File: src/sv/mse_pkg.sv
package mse_pkg;

  // table and field sizes
  localparam int MAX_POINTS = 16;
  localparam int IDX_W      = $clog2(MAX_POINTS);
  localparam int CNT_W      = 5;
  localparam int TIME_W     = 32;
  localparam int VAL_W      = 24;
  localparam int RATE_W     = 24;
  localparam int CFG_IDX_W  = 3;
  localparam int CFG_W      = 24;

  // shared multiplier and divider sizes
  localparam int OP_W   = 34;
  localparam int PROD_W = 2 * OP_W;
  localparam int NUM_W  = 57;
  localparam int DEN_W  = 32;

  // configuration register indexes
  typedef enum logic [CFG_IDX_W-1:0] {
    CFG_SOURCE_KIND = 3'd0,
    CFG_WAVE_SHAPE  = 3'd1,
    CFG_LFO_RATE    = 3'd2,
    CFG_LFO_DEPTH   = 3'd3,
    CFG_POINT_COUNT = 3'd4
  } cfg_idx_e;

  localparam logic [1:0] WAVE_SINE     = 2'd0;
  localparam logic [1:0] WAVE_TRIANGLE = 2'd1;
  localparam logic [1:0] WAVE_SQUARE   = 2'd2;
  localparam logic [1:0] WAVE_SAW      = 2'd3;

  localparam logic OP_WRITE = 1'b0;
  localparam logic KIND_ENV = 1'b1;

  // odd Taylor coefficients of sin(pi/2*x), Q2.30
  localparam logic signed [OP_W-1:0] SIN_A1 = 34'sd1686629713;
  localparam logic signed [OP_W-1:0] SIN_A3 = -34'sd693598668;
  localparam logic signed [OP_W-1:0] SIN_A5 = 34'sd85569306;
  localparam logic signed [OP_W-1:0] SIN_A7 = -34'sd5026995;
  localparam logic signed [OP_W-1:0] SIN_A9 = 34'sd172272;

  // Horner coefficient for step k (A7 first)
  function automatic logic signed [OP_W-1:0] sin_coef(input logic [1:0] k);
    logic signed [OP_W-1:0] c;
    case (k)
      2'd0:    c = SIN_A7;
      2'd1:    c = SIN_A5;
      2'd2:    c = SIN_A3;
      default: c = SIN_A1;
    endcase
    return c;
  endfunction

  // saturate to the signed 24-bit output range
  function automatic logic signed [VAL_W-1:0] sat24(input logic signed [63:0] v);
    logic signed [VAL_W-1:0] r;
    if (v > 64'sd8388607) r = 24'sh7FFFFF;
    else if (v < -64'sd8388608) r = 24'sh800000;
    else r = v[VAL_W-1:0];
    return r;
  endfunction

endpackage

File: src/sv/mse_mul.sv
module mse_mul (
  input  logic                              clk_i,
  input  logic signed [mse_pkg::OP_W-1:0]   a_i,
  input  logic signed [mse_pkg::OP_W-1:0]   b_i,
  output logic signed [mse_pkg::PROD_W-1:0] prod_o
);
  import mse_pkg::*;

  logic signed [PROD_W-1:0] prod_q;

  // one registered signed product per cycle
  always_ff @(posedge clk_i) begin
    prod_q <= a_i * b_i;
  end

  assign prod_o = prod_q;

endmodule

File: config.mk
export PLATFORM = sky130hd
export DESIGN_NAME = mse_mul
export DESIGN_NICKNAME = d
export VERILOG_FILES = /design/src/sv/mse_pkg.sv /design/src/sv/mse_mul.sv
export SDC_FILE = /design/constraint.sdc
export NUM_CORES = 2
export LEC_CHECK = 0
export ABC_AREA = 1
export BUFFER_PORTS_ARGS = -buffer_cell sky130_fd_sc_hd__buf_2
export CAP_MARGIN = 20
export CORE_MARGIN = 2
export CORE_UTILIZATION = 41
export CTS_CLUSTER_DIAMETER = 100
export DETAILED_ROUTE_END_ITERATION = 10
export GPL_TIMING_DRIVEN = 0
export SLEW_MARGIN = 20
export SYNTH_ARGS = -nofsm -noshare
export SYNTH_HDL_FRONTEND = slang
export SYNTH_SLANG_ARGS = --single-unit
File: constraint.sdc
create_clock -name clk_i -period 8.05 [get_ports clk_i]
set_clock_uncertainty 0.2 [all_clocks]
set_input_delay 0.4025 -clock clk_i [delete_from_list [all_inputs] [get_ports clk_i]]
set_output_delay 0.4025 -clock clk_i [all_outputs]
set_load 0.05 [all_outputs]
==> flow_summary.yaml <==
timing:
  fin_crit_ns: 7.90
  post-route-period-util_pct: 98.1
  drv_slew: 0
  fin_ws_ns: 0.152
  slew_headroom_pct: 29.6
  setup_tns_ns: 0
  worstMarginPinSlew_ns: 1.06
  max_freq_mhz: 127
  setup_viol: 0
  final-hold-violation-count: 0
logic_synthesis:
  netlist_top_cells_area: "fa_1, inv_1, nand2_1"
  synth_top_area_cell: "fa_1"
  synthMuxAreaShare_pct: 0
  ys_seq_area_share_pct: 2.95
  synth_xor_area_share_pct: 0.663
  synth_area_mm2: 0.0462
  syn_area_per_cell_um2: 7.74
  ys.warnings.count: 0
  ys_seq_elements: 68
  syn_nets: 7486
  synth_fa_ha_area_share_pct: 59.3
  syn_inst: 5972
  synth_top_area_share_pct: 53.7
  synth_top_family_by_area: "adder cells"
  synth.distinct_cells: 32
  synthSimpleGateAreaFrac_pct: 16.6
  synth_compound_area_share_pct: 1.13
clock_tree:
  clkTransAtPathRegs_ns: 0.05
  h-tree-depth: 3
  clock-root-buffer: "clkbuf_16"
  cts_buffers: 9
  clock_sinks: 68
  cts_buffer_depth: 2
  cts_tree: "yes"
layout:
  layout-drive-gt1-share_pct: 5.83
  final_cell_area_mm2: 0.0492
  seq_area_mm2: 0.00136
  area_delta_synth_final_pct: 6.45
  multi_input_area_mm2: 0.0359
  nets: 7579
  mostFrequentLayoutCells: "inv_1, nand2_1, fa_1"
  fin_cells: 7576
  fillers: 11600
  final_common_cell: "inv_1"
  largest_reg_flops: 68
worst_setup_path:
  cp-start-kind: "input pin"
  path_class: "in2reg"
  cp.required_ns: 8.05
  cp_max_fo: 10
  cp.arrival_ns: 7.90
  end_kind: "flop"
hold_path:
  min_path_type: "in2reg"
detailed_routing:
  ant_nets: 0
  detail_route.wl_per_cell_um: 24.5
  first_pass_iters: 6
  wl_mm: 185
  drc: 0
  via_count: 37600
  first_iter_violations: 3351
  vias_per_cell: 4.97
die:
  rows: 123
  die_width_um: 340
  num_io_pins: 137
  start_util_pct: 41.2
  coreArea_mm2: 0.112
  die_h_um: 340
  die_area_mm2: 0.115
grt:
  track_usage_pct: 33.0
  grt_max_degree: 18
  grt_antenna_before_repair: 8
  grt_pass1_vias: 40200
  overflow: 0
  grt_pass1_wl_mm: 271
outcome:
  status: "finished, final reports clean"
placement:
  place_ws_ns: -1.35
  placed_cell_area_mm2: 0.0486
  dpl.hpwl_mm: 157
  gp_congestion: 1.02
  numPortBuffers: 69
  dp_cells: 7547
flow_run:
  cap_violations: 0
==> cell type report <==
class | instances | share of cell area, %
Antenna cell | 6 | 0.0305
Buffer | 271 | 2.63
Clock buffer | 12 | 0.501
Clock inverter | 4 | 0.0509
Inverter | 2119 | 16.2
Multi-Input combinational cell | 3514 | 73.0
Sequential cell | 68 | 2.77
Tap cell | 1500 | 3.81
Timing Repair Buffer | 82 | 1.07
==> per-layer routing <==
metal | routed length (µm) | share of wire, % | global-route usage [%]
met1 | 68500 | 37 | 40.8
met2 | 85700 | 46 | 54.2
met3 | 16300 | 8.8 | 5.42
met4 | 14800 | 8.0 | 19.9
met5 | 69 | 0.037 | 0
==> stage by stage <==
step | hold slack (ns) | utilization, %
6_report | 0.514 | 43.9
3_5_place_dp | 0.670 | 43.3
4_1_cts | 0.546 | 43.7
3_3_place_gp | 0.672 | 43.2
2_1_floorplan | 0.482 | -
5_1_grt | 0.535 | 43.8
==> what timing repair did <==
item	CTS	global route
hold buffers	0	0
pin swaps	2	1
setup endpoints to repair	41	44
buffers inserted	6	1
hold endpoints to repair	0	0
gates resized for setup	65	315
==> logic make-up (layout without fill, tap and decap cells) <==
family,Yosys count,after routing
xor gates and xnor gates,35,35
buffers and inverters,2390,2488
and+or+nand+nor,1939,1939
AOI/OAI and AO/OA,95,95
other,0,6
adders and majority gates,1445,1445
DFF,68,68
==> Yosys cell counts <==
master / count
inv_1: 2116
nand2_1: 1661
fa_1: 1241
clkbuf_1: 269
ha_1: 204
nor2_1: 115
nand3_1: 70
dfxtp_1: 68
a21oi_1: 59
xor2_1: 33
nand2_2: 20
nand4_1: 19
o21ai_0: 18
nor3_1: 15
o21bai_1: 11
nor2_2: 9
or2_2: 8
nand3_2: 7
nor3_2: 5
a21oi_2: 4
inv_2: 3
nand3b_1: 3
buf_1: 2
nand2_4: 2
nor3_4: 2
xnor2_1: 2
a21o_1: 1
and2_1: 1
nand2b_1: 1
nor4_2: 1
o21a_1: 1
o21ai_1: 1
==> worst paths after layout <==
kind	start	cells past startpoint	endpoint	slack, ns
max	b_i[27]	24	prod_o[61]	0.15
min	a_i[0]	3	prod_o[0]	0.51
==> critical path, stage by stage <==
cell      delay (ns)
clkbuf_1        0.49
clkbuf_1        0.74
nand2_1         0.15
fa_1            0.52
inv_1           0.05
fa_1            0.48
fa_1            0.60
fa_1            0.47
fa_1            0.53
fa_1            0.43
fa_1            0.49
inv_1           0.05
fa_1            0.68
inv_1           0.09
ha_1            0.48
nand2_1         0.12
inv_1           0.08
nand2_1         0.09
nor2_1          0.29
nand2_1         0.18
nor3_1          0.17
nand2_1         0.15
nand3_1         0.09
nand2_1         0.07
Power is left out: the tool's default activity adds up to more than one toggle a clock period on the data nets, which glitch-free logic cannot reach.
