===== src/sv/mse_pkg.sv =====
package mse_pkg;

  // table and field sizes
  localparam int MAX_POINTS = 16;
  localparam int IDX_W      = $clog2(MAX_POINTS);
  localparam int CNT_W      = 5;
  localparam int TIME_W     = 32;
  localparam int VAL_W      = 24;
  localparam int RATE_W     = 24;
  localparam int CFG_IDX_W  = 3;
  localparam int CFG_W      = 24;

  // shared multiplier and divider sizes
  localparam int OP_W   = 34;
  localparam int PROD_W = 2 * OP_W;
  localparam int NUM_W  = 57;
  localparam int DEN_W  = 32;

  // configuration register indexes
  typedef enum logic [CFG_IDX_W-1:0] {
    CFG_SOURCE_KIND = 3'd0,
    CFG_WAVE_SHAPE  = 3'd1,
    CFG_LFO_RATE    = 3'd2,
    CFG_LFO_DEPTH   = 3'd3,
    CFG_POINT_COUNT = 3'd4
  } cfg_idx_e;

  localparam logic [1:0] WAVE_SINE     = 2'd0;
  localparam logic [1:0] WAVE_TRIANGLE = 2'd1;
  localparam logic [1:0] WAVE_SQUARE   = 2'd2;
  localparam logic [1:0] WAVE_SAW      = 2'd3;

  localparam logic OP_WRITE = 1'b0;
  localparam logic KIND_ENV = 1'b1;

  // odd Taylor coefficients of sin(pi/2*x), Q2.30
  localparam logic signed [OP_W-1:0] SIN_A1 = 34'sd1686629713;
  localparam logic signed [OP_W-1:0] SIN_A3 = -34'sd693598668;
  localparam logic signed [OP_W-1:0] SIN_A5 = 34'sd85569306;
  localparam logic signed [OP_W-1:0] SIN_A7 = -34'sd5026995;
  localparam logic signed [OP_W-1:0] SIN_A9 = 34'sd172272;

  // Horner coefficient for step k (A7 first)
  function automatic logic signed [OP_W-1:0] sin_coef(input logic [1:0] k);
    logic signed [OP_W-1:0] c;
    case (k)
      2'd0:    c = SIN_A7;
      2'd1:    c = SIN_A5;
      2'd2:    c = SIN_A3;
      default: c = SIN_A1;
    endcase
    return c;
  endfunction

  // saturate to the signed 24-bit output range
  function automatic logic signed [VAL_W-1:0] sat24(input logic signed [63:0] v);
    logic signed [VAL_W-1:0] r;
    if (v > 64'sd8388607) r = 24'sh7FFFFF;
    else if (v < -64'sd8388608) r = 24'sh800000;
    else r = v[VAL_W-1:0];
    return r;
  endfunction

endpackage


===== src/sv/mse_div.sv =====
module mse_div (
  input  logic                       clk_i,
  input  logic                       rst_ni,
  input  logic                       start_i,
  input  logic [mse_pkg::NUM_W-1:0]  num_i,
  input  logic [mse_pkg::DEN_W-1:0]  den_i,
  output logic                       done_o,
  output logic [mse_pkg::NUM_W-1:0]  quo_o
);
  import mse_pkg::*;

  localparam int CW = $clog2(NUM_W);

  logic [DEN_W-1:0] rem_q, rem_d;
  logic [NUM_W-1:0] quo_q, quo_d;
  logic [DEN_W-1:0] den_q;
  logic [CW-1:0]    cnt_q, cnt_d;
  logic             run_q, run_d;
  logic             done_q, done_d;
  logic [DEN_W:0]   rem_sh;
  logic [DEN_W:0]   diff;

  // restoring division, one quotient bit per cycle, MSB first
  always_comb begin
    rem_sh = {rem_q, quo_q[NUM_W-1]};
    diff   = rem_sh - {1'b0, den_q};
    rem_d  = rem_q;
    quo_d  = quo_q;
    cnt_d  = cnt_q;
    run_d  = run_q;
    done_d = 1'b0;
    if (start_i) begin
      rem_d = '0;
      quo_d = num_i;
      cnt_d = CW'(NUM_W - 1);
      run_d = 1'b1;
    end else if (run_q) begin
      if (!diff[DEN_W]) begin
        rem_d = diff[DEN_W-1:0];
        quo_d = {quo_q[NUM_W-2:0], 1'b1};
      end else begin
        rem_d = rem_sh[DEN_W-1:0];
        quo_d = {quo_q[NUM_W-2:0], 1'b0};
      end
      cnt_d = cnt_q - CW'(1);
      if (cnt_q == '0) begin
        run_d  = 1'b0;
        done_d = 1'b1;
      end
    end
  end

  always_ff @(posedge clk_i or negedge rst_ni) begin
    if (!rst_ni) begin
      run_q  <= 1'b0;
      done_q <= 1'b0;
      cnt_q  <= '0;
    end else begin
      run_q  <= run_d;
      done_q <= done_d;
      cnt_q  <= cnt_d;
    end
  end

  always_ff @(posedge clk_i) begin
    rem_q <= rem_d;
    quo_q <= quo_d;
    if (start_i) den_q <= den_i;
  end

  assign done_o = done_q;
  assign quo_o  = quo_q;

endmodule


===== config.mk =====
export PLATFORM = sky130hd
export DESIGN_NAME = mse_div
export DESIGN_NICKNAME = d
export VERILOG_FILES = /design/src/sv/mse_pkg.sv /design/src/sv/mse_div.sv
export SDC_FILE = /design/constraint.sdc
export NUM_CORES = 1
export LEC_CHECK = 0
export BUFFER_PORTS_ARGS = -buffer_cell sky130_fd_sc_hd__buf_2
export CAP_MARGIN = 20
export CORE_AREA = 2 2 127 129
export DETAILED_ROUTE_END_ITERATION = 12
export DIE_AREA = 0 0 129 131
export PLACE_DENSITY = 0.69
export SLEW_MARGIN = 20
export SYNTH_ARGS = -nofsm -noshare
export SYNTH_HDL_FRONTEND = slang
export SYNTH_SLANG_ARGS = --single-unit

===== constraint.sdc =====
create_clock -name clk_i -period 5.2 [get_ports clk_i]
set_clock_uncertainty 0.2 [all_clocks]
set_input_delay 0.26 -clock clk_i [delete_from_list [all_inputs] [get_ports clk_i]]
set_output_delay 0.26 -clock clk_i [all_outputs]
set_load 0.01 [all_outputs]

==> impl_results.md <==
* Initial antenna violation count at 0
* FMAX at 257 MHz
* Startpoint types: register
* Initial Utilization at 44.4%
* Final Routed Wirelength at 17.1 mm
* Worst reg-to-reg path cell count at 13
* Setup TNS at 0 ns
* Post-CTS Resized at 0
* Final ANT Viol Nets at 0
* DR vias at 5633
* CTS root buffer: clkbuf_16
* Fin crit period at 3.89 ns
* Final Setup Violations at 0
* Number of antenna diodes at 0
* Vias/cell at 5.20
* HPWL Detailed at 10.7 mm
* Placeable Area at 15600 µm²
* Rows at 46
* Placed cell areas at 7870 µm²
* Ys flop type: edfxtp_1
* Global-route wire length before repair at 27.9 mm
* Crit path kind: reg2reg
* Final count of hold timing violations at 0
* Total power at 4.34 mW
* R2r startpoint: quo_o[56]
* Hold_ws at 0.0318 ns
* Die W at 129 µm
* CP max FO at 20
* CTS max path bufs at 2
* Post-Syn Instances at 619
* Yosys top cell area share at 38.6%
* Design Area, Final at 9350 µm²
* Clock buffer count from CTS at 17
* Post-synth ARST share at 6.20%
* Worst slew margin at 35.8%
* Comb pwr share at 38.4%
* Synthesized net count at 746
* Sequential share of the synthesized area at 50.8%
* Die Ht at 131 µm
* Sw frac at 36.2%
* I/O Pins at 150
* Reg-to-reg slack, setup at 1.31 ns
* Crit path launch: quo_o[56]
* Fin nets at 982
* Cell Int Power at 2.76 mW
* TritonRoute pass-1 iters at 4
* Port buffer count at 149
* Yosys warnings at 0
* Critical Path RT at 5.28 ns
* Yosys top cell by area: edfxtp_1
* Most common cell after layout, fill and taps aside: buf_2
* Starting DRT DRC Count at 328
* Final std cells w/o fill at 1084
* Clock tree sinks at 129
* #FFs+latches synth at 129
* # Max-Cap Violations at 0
* Yosys cell types at 62
* H-tree depth at 4
* Outcome: complete, no violations
* Pin count of the biggest net entering global routing at 74
* Max IR drop VDD at 287 µV
* Share of post-route cells with drive strength above 1 at 29.1%
* NetSw at 1.57 mW
* Vias in the first global route at 5810
* Drc violations at 0
* Wire per inst at 15.7 µm
* Fill cells at 1254
* Synth Cell Area at 6920 µm²
* Total GRT Usage at 21.0%
* Skew-Pair Late Insertion Delay at 0.43 ns
* CTS tree: yes
* Dpl cells at 963
* Commonest non-fill, non-tap cells in the layout: buf_2 (148), edfxtp_1 (89), dlygate4sd3_1 (89), nand2_1 (71), mux2_2 (56)
* Post-Syn Area per Cell at 11.2 µm²
* Worst flop-to-flop path endpoint: rem_q[8]
* Pwr Density at 463 nW/µm²
* Clk pwr share at 28.1%
* Leakage at 4.11 nW
* Ranking of synthesized cells by area: edfxtp_1 (39%), dfxtp_1 (9.3%), mux2_2 (9.1%), ha_1 (6.1%), nand2_1 (3.9%)
* Die area at 16900 µm²
* GRT overflow at 0
* Critical path arrival at 3.97 ns
* Post-synth EDFFs at 89
* Clock-pin slew on the worst setup and hold paths at 0.06 ns
* Period utilization at 74.8%
* Slew Limit Fails at 0
* Hold Path Class: in2async
* GPL Wtd Cong at 0.853
* CP Capture Type: register
* Synth-to-Final Area Change at 35.2%
* Slew @ Worst Pin at 0.962 ns
* RSZ-0062 raised after global routing: false
* Reg power frac at 33.5%
## registers in the layout, summed over array words and instances (netlist names)
name / flops
run_q: 1
quo_o: 57
done_o: 1
rem_q: 32
cnt_q: 6
den_q: 32
## power by group through the flow
| stage | Clock [mW] | Sequential [mW] | Combinational (mW) |
|---|---|---|---|
| global route | 1.28 | 1.48 | 1.85 |
| finish | 1.22 | 1.45 | 1.67 |
| detailed placement | 0 | 1.46 | 1.59 |
| global placement | 0 | 1.45 | 1.55 |
| floorplan | 0 | 1.45 | 1.25 |
| CTS | 1.24 | 1.45 | 1.66 |
## synthesized netlist by cell type (all sizes together) (4+ instances only)
| library cell | instances |
|---|---|
| a31oi | 7 |
| nor3 | 4 |
| o211ai | 4 |
| nor2 | 48 |
| edfxtp | 89 |
| xnor2 | 25 |
| a311oi | 18 |
| xor2 | 12 |
| o211a | 4 |
| mux2 | 58 |
| o21ai | 17 |
| a21oi | 37 |
| ha | 34 |
| clkbuf | 16 |
| a21o | 15 |
| a211oi | 8 |
| inv | 42 |
| nand3 | 7 |
| dfxtp | 32 |
| nand2 | 72 |
| and2 | 4 |
| o31a | 4 |
| dfrtp | 8 |
| buf | 9 |
## timing repair
action                                 4_1_cts  5_1_grt
buffers inserted                             0        0
hold buffers                                89        0
endpoints found under the hold margin       96        0
## through the flow
step / setup slack (ns) / util (%)
after detailed placement: 1.34 / 50.4
final: 1.31 / 60.0
after CTS: 1.32 / 60.0
after global placement: 1.52 / 50.4
after floorplan: 1.92 / -
after global routing: 1.06 / 60.0
## worst max-delay path: stages (launching register included)
cell      delay [ns]
edfxtp_1        0.36
inv_1           0.06
ha_1            0.22
fa_1            0.42
nor2b_1         0.20
o31ai_2         0.11
a31oi_4         0.18
o31a_4          0.19
nor4_2          0.06
o31ai_4         0.55
xor2_4          0.55
mux2_1          0.41
mux2i_1         0.18
nor2_1          0.05
## worst max path at each step
stage,end,cells past startpoint
4_1_cts,rem_q[8],13
6_report,rem_q[8],13
5_1_grt,rem_q[27],12
3_3_place_gp,rem_q[8],13
2_1_floorplan,rem_q[16],13
3_5_place_dp,rem_q[8],13
## cells by family (layout without fill, tap and decap cells)
group	after synthesis	after routing	synth area share, %
mux	60	60	9.73
compound gates	138	138	14.6
simple gates	152	152	9.40
xor+xnor	37	37	5.06
flops	129	129	50.8
fa+ha+maj	35	35	6.44
buf+inv	68	317	4.00
## per-layer routing
| layer | global-route usage [%] | share of wire [%] |
|---|---|---|
| met5 | 0 | 0 |
| met4 | 7.10 | 1.7 |
| met3 | 7.29 | 7.1 |
| met2 | 35.9 | 48 |
| met1 | 24.9 | 43 |
## cell type report
type	count	area, µm²	area share (%)
Clock buffer	18	429	4.59
Clock inverter	14	168	1.79
Inverter	43	161	1.73
Multi-Input combinational cell	422	3140	33.6
Sequential cell	129	3510	37.6
Tap cell	216	270	2.89
Timing Repair Buffer	242	1670	17.8
No activity file was read; power rests on OpenSTA's default activity.
